--- src/rtl/sliding_window_median_defines.svh ---
// Assertion macros shared by the sliding window median RTL.
// No dependencies; included by files that carry concurrent checks.
`ifndef SLIDING_WINDOW_MEDIAN_DEFINES_SVH
`define SLIDING_WINDOW_MEDIAN_DEFINES_SVH

// Property holds at every rising clock edge outside reset.
`define SWM_ASSERT_ALWAYS(label, clk, rst, prop) \
   label: assert property (@(posedge clk) disable iff (rst) (prop)) \
      else $error("sliding_window_median: check failed");

// Same-cycle implication.
`define SWM_ASSERT_IMPLY(label, clk, rst, ante, cons) \
   label: assert property (@(posedge clk) disable iff (rst) (ante) |-> (cons)) \
      else $error("sliding_window_median: check failed");

// Next-cycle implication.
`define SWM_ASSERT_NEXT(label, clk, rst, ante, cons) \
   label: assert property (@(posedge clk) disable iff (rst) (ante) |=> (cons)) \
      else $error("sliding_window_median: check failed");

`endif

--- src/rtl/swm_pkg.sv ---
// Shared types and constants for the sliding window median.
// No dependencies; imported by the cell and the top level.
package swm_pkg;

   localparam int CFG_LEN_BITS  = 7;
   localparam int LEN_RESET     = 3;
   localparam int APB_DATA_BITS = 32;
   localparam int APB_ADDR_BITS = 3;

   // Register select: paddr[2] (word address), register 0 is window_len
   localparam logic REG_WINDOW_LEN = 1'b0;

   // Broadcast to every cell for one request
   typedef struct packed {
      logic load;     // request accepted, cells take their next value
      logic remove;   // window full, oldest sample leaves
   } swm_step_type;

   // Compare flags a cell hands to its neighbors
   typedef struct packed {
      logic gt_new;   // cell is above the new sample (or empty)
      logic ge_old;   // cell sits at or above the leaving sample's slot
   } swm_flag_type;

endpackage

--- src/rtl/swm_cell.sv ---
// One slot of the sorted chain: holds a sample, compares it with the
// broadcast values and picks its next value from itself or a neighbor.
// Depends on swm_pkg.
module swm_cell import swm_pkg::*; #(
   parameter int DATA_W = 32
) (
   input  logic                     clock,
   input  logic                     vld_i,
   input  swm_step_type             step_i,
   input  logic signed [DATA_W-1:0] sample_i,
   input  logic signed [DATA_W-1:0] old_i,
   input  logic signed [DATA_W-1:0] lo_val_i,
   input  swm_flag_type             lo_flag_i,
   input  logic signed [DATA_W-1:0] hi_val_i,
   input  swm_flag_type             hi_flag_i,
   output logic signed [DATA_W-1:0] val_o,
   output swm_flag_type             flag_o
);

   logic signed [DATA_W-1:0] val_ff, val_in;
   logic signed [DATA_W-1:0] cur_val, prv_val;
   logic                     cur_gt, prv_gt;

   // empty cells act as +infinity
   assign flag_o.gt_new = !vld_i || (val_ff > sample_i);
   assign flag_o.ge_old = step_i.remove && (!vld_i || (val_ff >= old_i));
   assign val_o         = val_ff;

   always_comb begin
      // list after removal, at this slot and the one below
      if (flag_o.ge_old) begin
         cur_val = hi_val_i;
         cur_gt  = hi_flag_i.gt_new;
      end else begin
         cur_val = val_ff;
         cur_gt  = flag_o.gt_new;
      end
      if (lo_flag_i.ge_old) begin
         prv_val = val_ff;
         prv_gt  = flag_o.gt_new;
      end else begin
         prv_val = lo_val_i;
         prv_gt  = lo_flag_i.gt_new;
      end
      // insert after equal values
      if (prv_gt) begin
         val_in = prv_val;
      end else if (cur_gt) begin
         val_in = sample_i;
      end else begin
         val_in = cur_val;
      end
   end

   always_ff @(posedge clock) begin
      if (step_i.load) begin
         val_ff <= val_in;
      end
   end

endmodule

--- config.mk ---
export PLATFORM = sky130hd
export DESIGN_NAME = swm_cell
export DESIGN_NICKNAME = d
export VERILOG_FILES = /design/src/rtl/sliding_window_median_defines.svh /design/src/rtl/swm_pkg.sv /design/src/rtl/swm_cell.sv
export SDC_FILE = /design/constraint.sdc
export NUM_CORES = 1
export LEC_CHECK = 0
export BUFFER_PORTS_ARGS = -buffer_cell sky130_fd_sc_hd__buf_2
export CORE_UTILIZATION = 43
export DETAILED_ROUTE_END_ITERATION = 10
export GPL_ROUTABILITY_DRIVEN = 0
export HOLD_SLACK_MARGIN = 0.15
export PLACE_DENSITY = 0.89
export SYNTH_ARGS = -nofsm -noshare
export SYNTH_HDL_FRONTEND = slang
export SYNTH_SLANG_ARGS = --single-unit
--- constraint.sdc ---
create_clock -name clock -period 4 [get_ports clock]
set_input_delay 0 -clock clock [delete_from_list [all_inputs] [get_ports clock]]
set_output_delay 0 -clock clock [all_outputs]
set_load 0.01 [all_outputs]
# Yosys cells after proc, flatten, opt, wreduce, memory -nomap -nowiden
# Cells that the tools add are included.
# Widths: inputs -> output; s select.
dict set report op_classes {
  order_cmp 2
  eq_ne 1
  mux 6
  reduce_logical 6
}
# cell n
set ops {}
lappend ops {{$mux 32} 4}
lappend ops {{$ge 32x32->1} 1}
lappend ops {{$gt 32x32->1} 1}
lappend ops {{$reduce_and 3->1} 1}
lappend ops {{$reduce_bool 3->1} 1}
lappend ops {{$logic_or 1x1->1} 2}
lappend ops {{$mux 1} 2}
lappend ops {{$ne 2x2->1 const B} 1}
lappend ops {{$logic_and 1x1->1} 1}
lappend ops {{$logic_not 1->1} 1}
dict set report word_totals {
  reg_bits 32
  in_bits 136
  output_inout_bits 34
  wordCells 16
}

# Logic depth before layout (Yosys ltp)
# Gate-level depths: netlist of the first run.
dict set report logic_depth {
  depth_word 6
  ltp_mapped 12
  depth_no_buf 10
}

# Worst setup path before layout of the first run
# Ideal clock, no wire load.
dict set report synth_path {
  path_type {register to register}
  startpoint {register val_ff[31], in the netlist val_o[31]}
  endpoint {register val_ff[0], in the netlist val_o[0] (enable)}
  setup_time_ns 0.425
  arrival_ns 3.636
  required_ns 3.575
  setup_slack_ns -0.061
  stages_incl_launch_ff 9
  n_path_buf 0
  synth_period_minus_slack_ns 4.061
  cell_sequence {edfxtp_1 > ha_1 > nand4_1 > or4_1 > o31ai_1 > a311o_1 > o2111a_2 > a21oi_1 > nor2b_1}
}
dict set report synth_via {
  elab_chain_cells 6
  elab_cells_between_ends 10
  classes_between {2 x order compare; 1 x eq/ne; 2 x mux; 5 x reduce/logical}
}
# element line
set synth_rtl {}
lappend synth_rtl {{start: declaration} swm_cell.sv:20} ;# logic signed [DATA_W-1:0] val_ff, val_in;
lappend synth_rtl {{start signal: assignment} swm_cell.sv:57} ;# val_ff <= val_in;
lappend synth_rtl {{$ge 32x32->1} swm_cell.sv:26} ;# assign flag_o.ge_old = step_i.remove && (!vld_i || (val_ff >= old_i));
lappend synth_rtl {{$logic_or 1x1->1} swm_cell.sv:26}
lappend synth_rtl {{$logic_and 1x1->1} swm_cell.sv:26}
lappend synth_rtl {{$mux 1} swm_cell.sv:31} ;# if (flag_o.ge_old) begin
lappend synth_rtl {{$reduce_bool 3->1 (no line)} n/a}
lappend synth_rtl {{$reduce_and 3->1 (no line) (*)} n/a}
# Mark *: on every way between the ends. The rest lies on a longest branch, timed or not.
# A chain may end at the register's enable or synchronous reset.

# Worst setup path in the final report of the first run
dict set report layout_path {
  startpoint {register val_ff[31], in the netlist val_o[31]}
  endpoint {register val_ff[19], in the netlist val_o[19], data pin}
}
dict set report layout_via {
  elab_chain_cells 6
  elab_cells_between_ends 9
  classes_between {2 x order compare; 4 x mux; 3 x reduce/logical}
}
# element line
set layout_rtl {}
lappend layout_rtl {{$ge 32x32->1} swm_cell.sv:26}
lappend layout_rtl {{$logic_or 1x1->1} swm_cell.sv:26}
lappend layout_rtl {{$logic_and 1x1->1} swm_cell.sv:26}
lappend layout_rtl {{$mux 1} swm_cell.sv:31}
lappend layout_rtl {{$mux 32} swm_cell.sv:48} ;# end else if (cur_gt) begin
lappend layout_rtl {{$mux 32 (*)} swm_cell.sv:46} ;# if (prv_gt) begin
lappend layout_rtl {{via val_in[19]} swm_cell.sv:20}
# Mark *: on every way through the listed nets, which the timed path passes. The rest lies on a longest branch.

==> results.txt, run 1 <==
first-pass GRT wire length: 20200 um
GR Util All Layers: 30.8%
Slew Viols, Final: 0
Synth Area in Simple Gates: 16.9%
Skew-Pair Late Insertion Delay: 280 ps
ranking of synthesized cells by area: edfxtp_1 28%, ha_1 23%, inv_1 7.1%, a31oi_1 5.9%, o21ai_0 5.7%
Worst Path Required: 4030 ps
grt ovf: 0
die width: 91.2 um
Root Buffer: clkbuf_8
CP arrival: 3850 ps
CTS sink cnt: 32
cts bufs inserted: 5
DP Wirelength: 8800 um
power per cell area: 268 mW/mm2
Worst-path clk slew: 70 ps
ys async rst share: 0%
WL/cell: 17.0 um
Inst Count DP: 682
Core Box Area: 0.00773 mm2
setup violators final: 0
XOR/XNOR Fraction of Synth Area: 0%
f_max: 262 MHz
clk buf depth: 2
drt initial violations: 263
Slew headroom: 63.4%
R2R depth: 10
Synth Warn #: 0
Layout Cells excl Fill: 756
Routed Antenna Nets: 0
CTS tree: yes
# rows: 32
Post-Synth Adder-Cell Area: 23.4%
cell taking the most area after synthesis: edfxtp_1
status: finished clean
synthesized area per cell: 8.09 um2
vias per cell: 5.75
Die Y: 91.2 um
Hold WS: 191 ps
Peak VDD IR: 0.177 mV
drc violations: 0
Worst Setup End Kind: flip-flop
CTS H-Tree Depth: 2
leakage power: 2.56 nW
CP startpoint kind: flip-flop
Hold Crit Class: in -> reg
syn nets: 623
Core Util, Final: 67.0%
Yosys top cell area share: 28.1%
clock skew: 5.08 ps
total power: 1.38 mW
final cycle utilization of the critical path: 95.5%
Synth Area in Compound Gates: 21.3%
Final #Nets: 853
mux contribution to synthesized area: 0.329%
flip-flop count of the largest register after layout: 32
# IOs: 170
Synth cell types: 43
antenna violations before repair: 0
Synth Cell Area: 0.00342 mm2
Yosys reg bits: 32
Initial Util: 44.3%
dominant combinational cell family by area after synthesis: adder cells
Routed WL: 12900 um
Seq/Total Area, Yosys: 28.1%
Worst-Margin Slew: 543 ps
largest net degree at the start of global routing: 65
final hold vios: 0
Tmin final: 3820 ps
crit path kind: reg -> reg
P&R area growth vs syn: 51.2%
vias in the first global route: 4561
Syn Inst Count: 423
number of synthesized flops with an enable pin: 32
drt first pass iters: 7
Worst Path Max Fanout: 64
layout cells sized above 1: 29.7%
WHS Path Cells: 2
max_cap viols: 0
# diodes: 0
die area: 0.00832 mm2
Vias: 4350
I/O Buffers: 168
main flop type after synthesis: edfxtp_1
## power by group
group	switching [mW]	leakage (nW)	internal, mW
sequential	0.0310	0.299	0.423
combinational	0.357	2.22	0.327
clock	0.124	0.0399	0.121
total	0.513	2.56	0.872
## cell usage in the layout, fill, tap and decap left out, types with 3 or more instances in the layout
cell type	netlist	layout
buf_2	3	168
inv_1	65	65
dlygate4sd3_1	0	64
ha_1	64	63
o21ai_0	39	38
nor2_1	38	38
nand3_1	38	37
a31oi_1	32	32
edfxtp_1	32	32
a21oi_1	28	27
nand2_1	16	16
nand4_1	15	15
buf_4	3	7
clkbuf_8	0	5
a221oi_1	3	3
nor3_1	3	3
## metrics by stage
step	TNS [ps]	worst slack (ps)	instance area, um2
2_1_floorplan	0	536	3420
3_3_place_gp	0	669	4390
3_5_place_dp	0	590	4390
4_1_cts	0	16.8	5110
5_1_grt	-11.6	-11.6	5170
6_report	0	181	5170
## worst max-delay path: stages (launching register included)
cell and delay, ps:
edfxtp_1 430, ha_2 400, nand4_1 150, or4_1 600, o31ai_2 240, a311o_1 150, o2111a_2 310, mux2_2 210
buf_12 270, a31oi_1 160, dlygate4sd3_1 600
## layer usage
| layer | share of wire, % | global-route usage (%) | vias up | routed length, um |
|---|---|---|---|---|
| met5 | 0 | 0 | - | 0 |
| met1 | 38 | 32.8 | 2017 | 4910 |
| met3 | 7.0 | 6.37 | 65 | 897 |
| li1 | - | - | 2009 | - |
| met4 | 5.8 | 19.2 | 0 | 748 |
| met2 | 49 | 55.4 | 259 | 6320 |
## cells in the mapped netlist (2+ instances only)
library cell	instances
a21oi_1	28
buf_2	3
a21boi_0	2
nor2b_1	3
a31oi_1	32
nand2b_1	2
clkbuf_1	7
nand4_1	15
buf_4	3
nor2_1	38
buf_1	2
inv_1	65
nand3_1	38
nand2_1	16
nor3_1	3
a21o_1	2
o21ai_0	39
a221oi_1	3
clkbuf_2	3
ha_1	64
edfxtp_1	32
o211ai_1	2
## kinds of logic (layout without fill, tap and decap cells)
family | count (synthesis) | in the layout
DFF | 32 | 32
adders and majority gates | 64 | 64
muxes | 1 | 1
and+or+nand+nor | 121 | 122
AOI/OAI and AO/OA | 121 | 121
buffers and inverters | 84 | 314
## path summary, 6_finish.rpt
path	from	to	slack, ps
worst max-delay path	val_o[31]$_DFFE_PP_	val_o[19]$_DFFE_PP_	180
worst min-delay path	step_i[1]	val_o[31]$_DFFE_PP_	190
worst max register to register	val_o[31]$_DFFE_PP_	val_o[19]$_DFFE_PP_	180
worst min register to register	val_o[31]$_DFFE_PP_	val_o[31]$_DFFE_PP_	1570
## final cells by class
class                           count  area (um2)
Tap cell                          102         128
Fill cell                         610        2550
Timing Repair Buffer              241        1570
Clock buffer                        7        76.3
Multi-Input combinational cell    308        2190
Clock inverter                      1        3.75
Sequential cell                    32         961
Inverter                           65         244
## repair_timing
action	in CTS	in global routing
setup endpoints to repair	0	32
hold buffers	64	0
setup buffers	0	1
endpoints found under the hold margin	32	0
resized for setup	0	10
Note: power is estimated with default switching activity, not from simulation.
==> run 2, diff against run 1 <==
Settings changed: REMOVE_ABC_BUFFERS set to 1.
==> results.txt, run 2 (same netlist as run 1, synthesis figures left out) <==
Peak VDD IR: 0.144 mV (was 0.177 mV)
clk buf depth: 2 (unchanged)
final hold vios: 0 (unchanged)
max_cap viols: 0 (unchanged)
Vias: 4345 (was 4350)
most common cell after layout, fill and taps aside: buf_2 (unchanged)
# rows: 32 (unchanged)
CTS H-Tree Depth: 2 (unchanged)
final cycle utilization of the critical path: 94.9% (was 95.5%)
leakage power: 2.67 nW (was 2.56 nW)
CTS sink cnt: 32 (unchanged)
cts bufs inserted: 5 (unchanged)
Worst-Margin Slew: 1000 ps (was 543 ps)
crit path from: val_o[31]$_DFFE_PP_ (unchanged)
Routed Antenna Nets: 0 (unchanged)
most frequent cells in the layout: 168 x buf_2, 88 x dlygate4sd3_1, 65 x inv_1 (was 168 x buf_2, 65 x inv_1, 64 x dlygate4sd3_1)
Slew headroom: 33.0% (was 63.4%)
f_max: 263 MHz (was 262 MHz)
total power: 1.34 mW (was 1.38 mW)
I/O Buffers: 168 (unchanged)
drt initial violations: 204 (was 263)
Final #Nets: 879 (was 853)
RSZ-0062 raised after global routing: false
placed cell areas: 0.00436 mm2 (was 0.00439 mm2)
die area: 0.00832 mm2 (unchanged)
grt ovf: 0 (unchanged)
Inst Count DP: 682 (unchanged)
Design Area, Final: 0.00540 mm2 (was 0.00517 mm2)
Worst-path clk slew: 80 ps (was 70 ps)
Slew Viols, Final: 0 (unchanged)
Worst Path Max Fanout: 36 (was 64)
drt first pass iters: 5 (was 7)
Routed WL: 13300 um (was 12900 um)
# IOs: 170 (unchanged)
flip-flop count of the largest register after layout: 32 (unchanged)
Die Y: 91.2 um (unchanged)
setup violators final: 0 (unchanged)
DP Wirelength: 8110 um (was 8800 um)
first-pass GRT wire length: 20700 um (was 20200 um)
CP startpoint kind: flip-flop (unchanged)
WL/cell: 17.0 um (about the same)
Root Buffer: clkbuf_8 (unchanged)
Worst Setup End Kind: flip-flop (unchanged)
GR Util All Layers: 31.3% (was 30.8%)
status: finished clean (unchanged)
vias in the first global route: 4614 (was 4561)
die width: 91.2 um (unchanged)
Initial Util: 44.3% (unchanged)
drc violations: 0 (unchanged)
P&R area growth vs syn: 57.8% (was 51.2%)
crit path kind: reg -> reg (unchanged)
r2r setup slk: 200 ps (was 180 ps)
Skew-Pair Late Insertion Delay: 290 ps (was 280 ps)
vias per cell: 5.56 (was 5.75)
RR Startpoint: val_o[31]$_DFFE_PP_ (unchanged)
Worst Path Required: 4150 ps (was 4030 ps)
Core Box Area: 0.00773 mm2 (unchanged)
power per cell area: 249 mW/mm2 (was 268 mW/mm2)
# diodes: 0 (unchanged)
Hold Crit Class: in -> reg (unchanged)
Layout Cells excl Fill: 781 (was 756)
Hold Startpoint: step_i[1] (unchanged)
layout cells sized above 1: 28.7% (was 29.7%)
CTS tree: yes (unchanged)
largest net degree at the start of global routing: 37 (was 65)
CP arrival: 3950 ps (was 3850 ps)
clock skew: 10.0 ps (was 5.08 ps)
antenna violations before repair: 0 (unchanged)
Tmin final: 3800 ps (was 3820 ps)
## run 2: power breakdown
part | switching, mW | leakage (nW) | internal (mW)
registers | 0.0281 | 0.299 | 0.423
clock network | 0.128 | 0.0391 | 0.115
logic | 0.345 | 2.33 | 0.304
## run 2: through the flow
stage / setup WS [ps] / hold slack, ps / util (%) / TNS (ps)
floorplan: -60.8 / 216 / - / -1950
global placement: 548 / 344 / 56.5 / 0
detailed placement: 343 / 350 / 56.5 / 0
CTS: 95.8 / 289 / 68.8 / 0
global route: 2.92 / 311 / 69.9 / 0
finish: 203 / 305 / 69.9 / 0
## run 2: worst max-delay path: stages (launching register included)
cell and delay, ps:
edfxtp_1 440, ha_2 410, nand4_1 170, or4_1 620, o31ai_2 260, a311o_1 170, o2111a_2 300, mux2_2 220
buf_8 220, nor2_1 60, a31oi_1 210, dlygate4sd3_1 580
## run 2: worst paths after layout
kind	cells past startpoint	end
hold reg to reg	6	val_o[4]$_DFFE_PP_
setup / recovery	11	val_o[16]$_DFFE_PP_
hold / removal	2	val_o[2]$_DFFE_PP_
setup reg to reg	11	val_o[16]$_DFFE_PP_
## run 2: final cells by class
class	instances	area, um2
multi-input combinational	308	2170
inverter	65	244
tap	102	128
timing repair buffer	267	1820
sequential	32	961
clock inverter	2	7.51
fill	563	2330
clock buffer	5	68.8
## run 2: what timing repair did
action                                  4_1_cts  5_1_grt
gates resized for setup                       0        9
endpoints found under the setup margin        0        8
buffers inserted                              0        3
hold buffers                                 88        0
endpoints found under the hold margin        32        0
## run 2: metal layers
metal	track usage, %	share of wire, %	routed length [um]
met1	31.3	36	4820
met2	58.6	51	6720
met3	7.12	8.2	1080
met4	19.2	4.9	646
met5	0	0	0
==> run 3, diff against run 2 <==
==> constraint.sdc (replaced) <==
create_clock -name clock -period 4 [get_ports clock]
set_input_delay 0.8 -clock clock [delete_from_list [all_inputs] [get_ports clock]]
set_output_delay 0.8 -clock clock [all_outputs]
set_load 0.01 [all_outputs]
==> results.txt, run 3 (same netlist as run 1, synthesis figures left out) <==
Die Y: 91.2 um (unchanged)
Inst Count DP: 685 (was 682)
P&R area growth vs syn: 31.5% (was 57.8%)
Skew-Pair Late Insertion Delay: 290 ps (about the same)
clk buf depth: 2 (unchanged)
grt ovf: 0 (unchanged)
antenna violations before repair: 0 (unchanged)
slowest stage delay, CP: 740 ps (was 620 ps)
pre-CTS setup slack: -94.5 ps (was 343 ps)
CP max stage cell: nor2b_2 (was or4_1)
WL/cell: 15.0 um (was 17.0 um)
DP Wirelength: 8190 um (was 8110 um)
leakage power: 2.30 nW (was 2.67 nW)
setup violators final: 0 (unchanged)
vias in the first global route: 3835 (was 4614)
# diodes: 0 (unchanged)
Slew headroom: 39.3% (was 33.0%)
most frequent cells in the layout: 168 x buf_2, 65 x inv_1, 64 x ha_1 (was 168 x buf_2, 88 x dlygate4sd3_1, 65 x inv_1)
# rows: 32 (unchanged)
largest net degree at the start of global routing: 65 (was 37)
Fillers: 707 (was 563)
status: finished clean (unchanged)
final cycle utilization of the critical path: 96.5% (was 94.9%)
Worst Path Required: 3910 ps (was 4150 ps)
# resized after CTS: 0 (unchanged)
CP startpoint kind: input pin (was flip-flop)
Final #Nets: 791 (was 879)
Core Util, Final: 58.2% (was 69.9%)
Core Box Area: 0.00773 mm2 (unchanged)
buffer count from post-CTS setup fixing: 0 (unchanged)
CTS tree: yes (unchanged)
f_max: 259 MHz (was 263 MHz)
crit path kind: in -> reg (was reg -> reg)
die area: 0.00832 mm2 (unchanged)
Slew Viols, Final: 0 (unchanged)
Layout Cells excl Fill: 694 (was 781)
I/O Buffers: 168 (unchanged)
Peak VDD IR: 0.128 mV (was 0.144 mV)
Initial Util: 44.3% (unchanged)
final setup TNS: 0 ps (unchanged)
cts bufs inserted: 5 (unchanged)
Worst-path clk slew: 70 ps (was 80 ps)
drt initial violations: 188 (was 204)
Tmin final: 3860 ps (was 3800 ps)
layout cells sized above 1: 32.3% (was 28.7%)
total power: 1.25 mW (was 1.34 mW)
Worst Path Max Fanout: 16 (was 36)
clock skew: 5.94 ps (was 10.0 ps)
drc violations: 0 (unchanged)
Worst Setup End Kind: flip-flop (unchanged)
Vias: 3782 (was 4345)
vias per cell: 5.45 (was 5.56)
flip-flop count of the largest register after layout: 32 (unchanged)
RSZ-0062 raised after global routing: false (unchanged)
final hold vios: 0 (unchanged)
Routed Antenna Nets: 0 (unchanged)
# IOs: 170 (unchanged)
power per cell area: 277 mW/mm2 (was 249 mW/mm2)
CTS H-Tree Depth: 2 (unchanged)
most common cell after layout, fill and taps aside: buf_2 (unchanged)
# hold bufs at CTS: 0 (was 88)
CP Cell Sequence: buf_2 -> inv_1 -> ha_1 -> nand4_1 -> or4_1 -> o31ai_1 -> a311o_1 -> o2111a_2 -> a21oi_1 -> nor2b_2 (was ha_2 -> nand4_1 -> or4_1 -> o31ai_2 -> a311o_1 -> o2111a_2 -> mux2_2 -> buf_8 -> nor2_1 -> a31oi_1 -> dlygate4sd3_1)
Root Buffer: clkbuf_8 (unchanged)
first-pass GRT wire length: 16900 um (was 20700 um)
Routed WL: 10400 um (was 13300 um)
GR Util All Layers: 25.3% (was 31.3%)
slack of the critical path: 140 ps (was 203 ps)
CTS sink cnt: 32 (unchanged)
max_cap viols: 0 (unchanged)
CP arrival: 3770 ps (was 3950 ps)
Hold Crit Class: in -> reg (unchanged)
die width: 91.2 um (unchanged)
drt first pass iters: 5 (unchanged)
Worst-Margin Slew: 906 ps (was 1000 ps)
run 3: changes by cell type in the layout (fill, tap and decap cells not counted), sizes merged:
| cell | delta |
|---|---|
| and3 | -1 |
| clkbuf | +2 |
| clkinv | -1 |
| dlygate4sd3 | -88 |
| nor2b | +1 |
run 3: report_power, final:
part           total, mW  internal [mW]  switching (mW)
Clock              0.251          0.121           0.129
Combinational      0.542          0.233           0.309
Sequential         0.452          0.423          0.0292
run 3: layout make-up:
class	count	area, um2	share of cell area [%]
Inverter	65	244	5.42
Timing Repair Buffer	179	936	20.8
Sequential cell	32	961	21.4
Multi-Input combinational cell	308	2150	47.8
Clock inverter	1	3.75	0.0834
Clock buffer	7	76.3	1.70
Tap cell	102	128	2.84
run 3: metal layers:
metal | routed length (um) | track usage [%]
met5 | 0 | 0
met4 | 267 | 9.39
met3 | 537 | 3.69
met2 | 5220 | 47.0
met1 | 4410 | 29.1
run 3: worst max-delay path, delay by kind of cell:
family          cells  cell delay [ps]
simple gates        3             1500
compound gates      4             1010
fa+ha+maj           1              320
buf+inv             2              130
run 3: stage by stage:
step	instance area (um2)	hold WS [ps]
after floorplan	3320	1050
after global placement	4400	1150
after detailed placement	4400	1150
after CTS	4480	853
after global routing	4500	857
final	4500	863
run 3: path summary, 6_finish.rpt:
path,startpoint,endpoint,slack [ps],cells after the start
worst max register to register,val_o[30]$_DFFE_PP_,val_o[17]$_DFFE_PP_,300,8
worst min register to register,val_o[30]$_DFFE_PP_,val_o[17]$_DFFE_PP_,1390,6
worst min-delay path,lo_val_i[2],val_o[2]$_DFFE_PP_,860,3
worst max-delay path,sample_i[30],val_o[17]$_DFFE_PP_,140,10
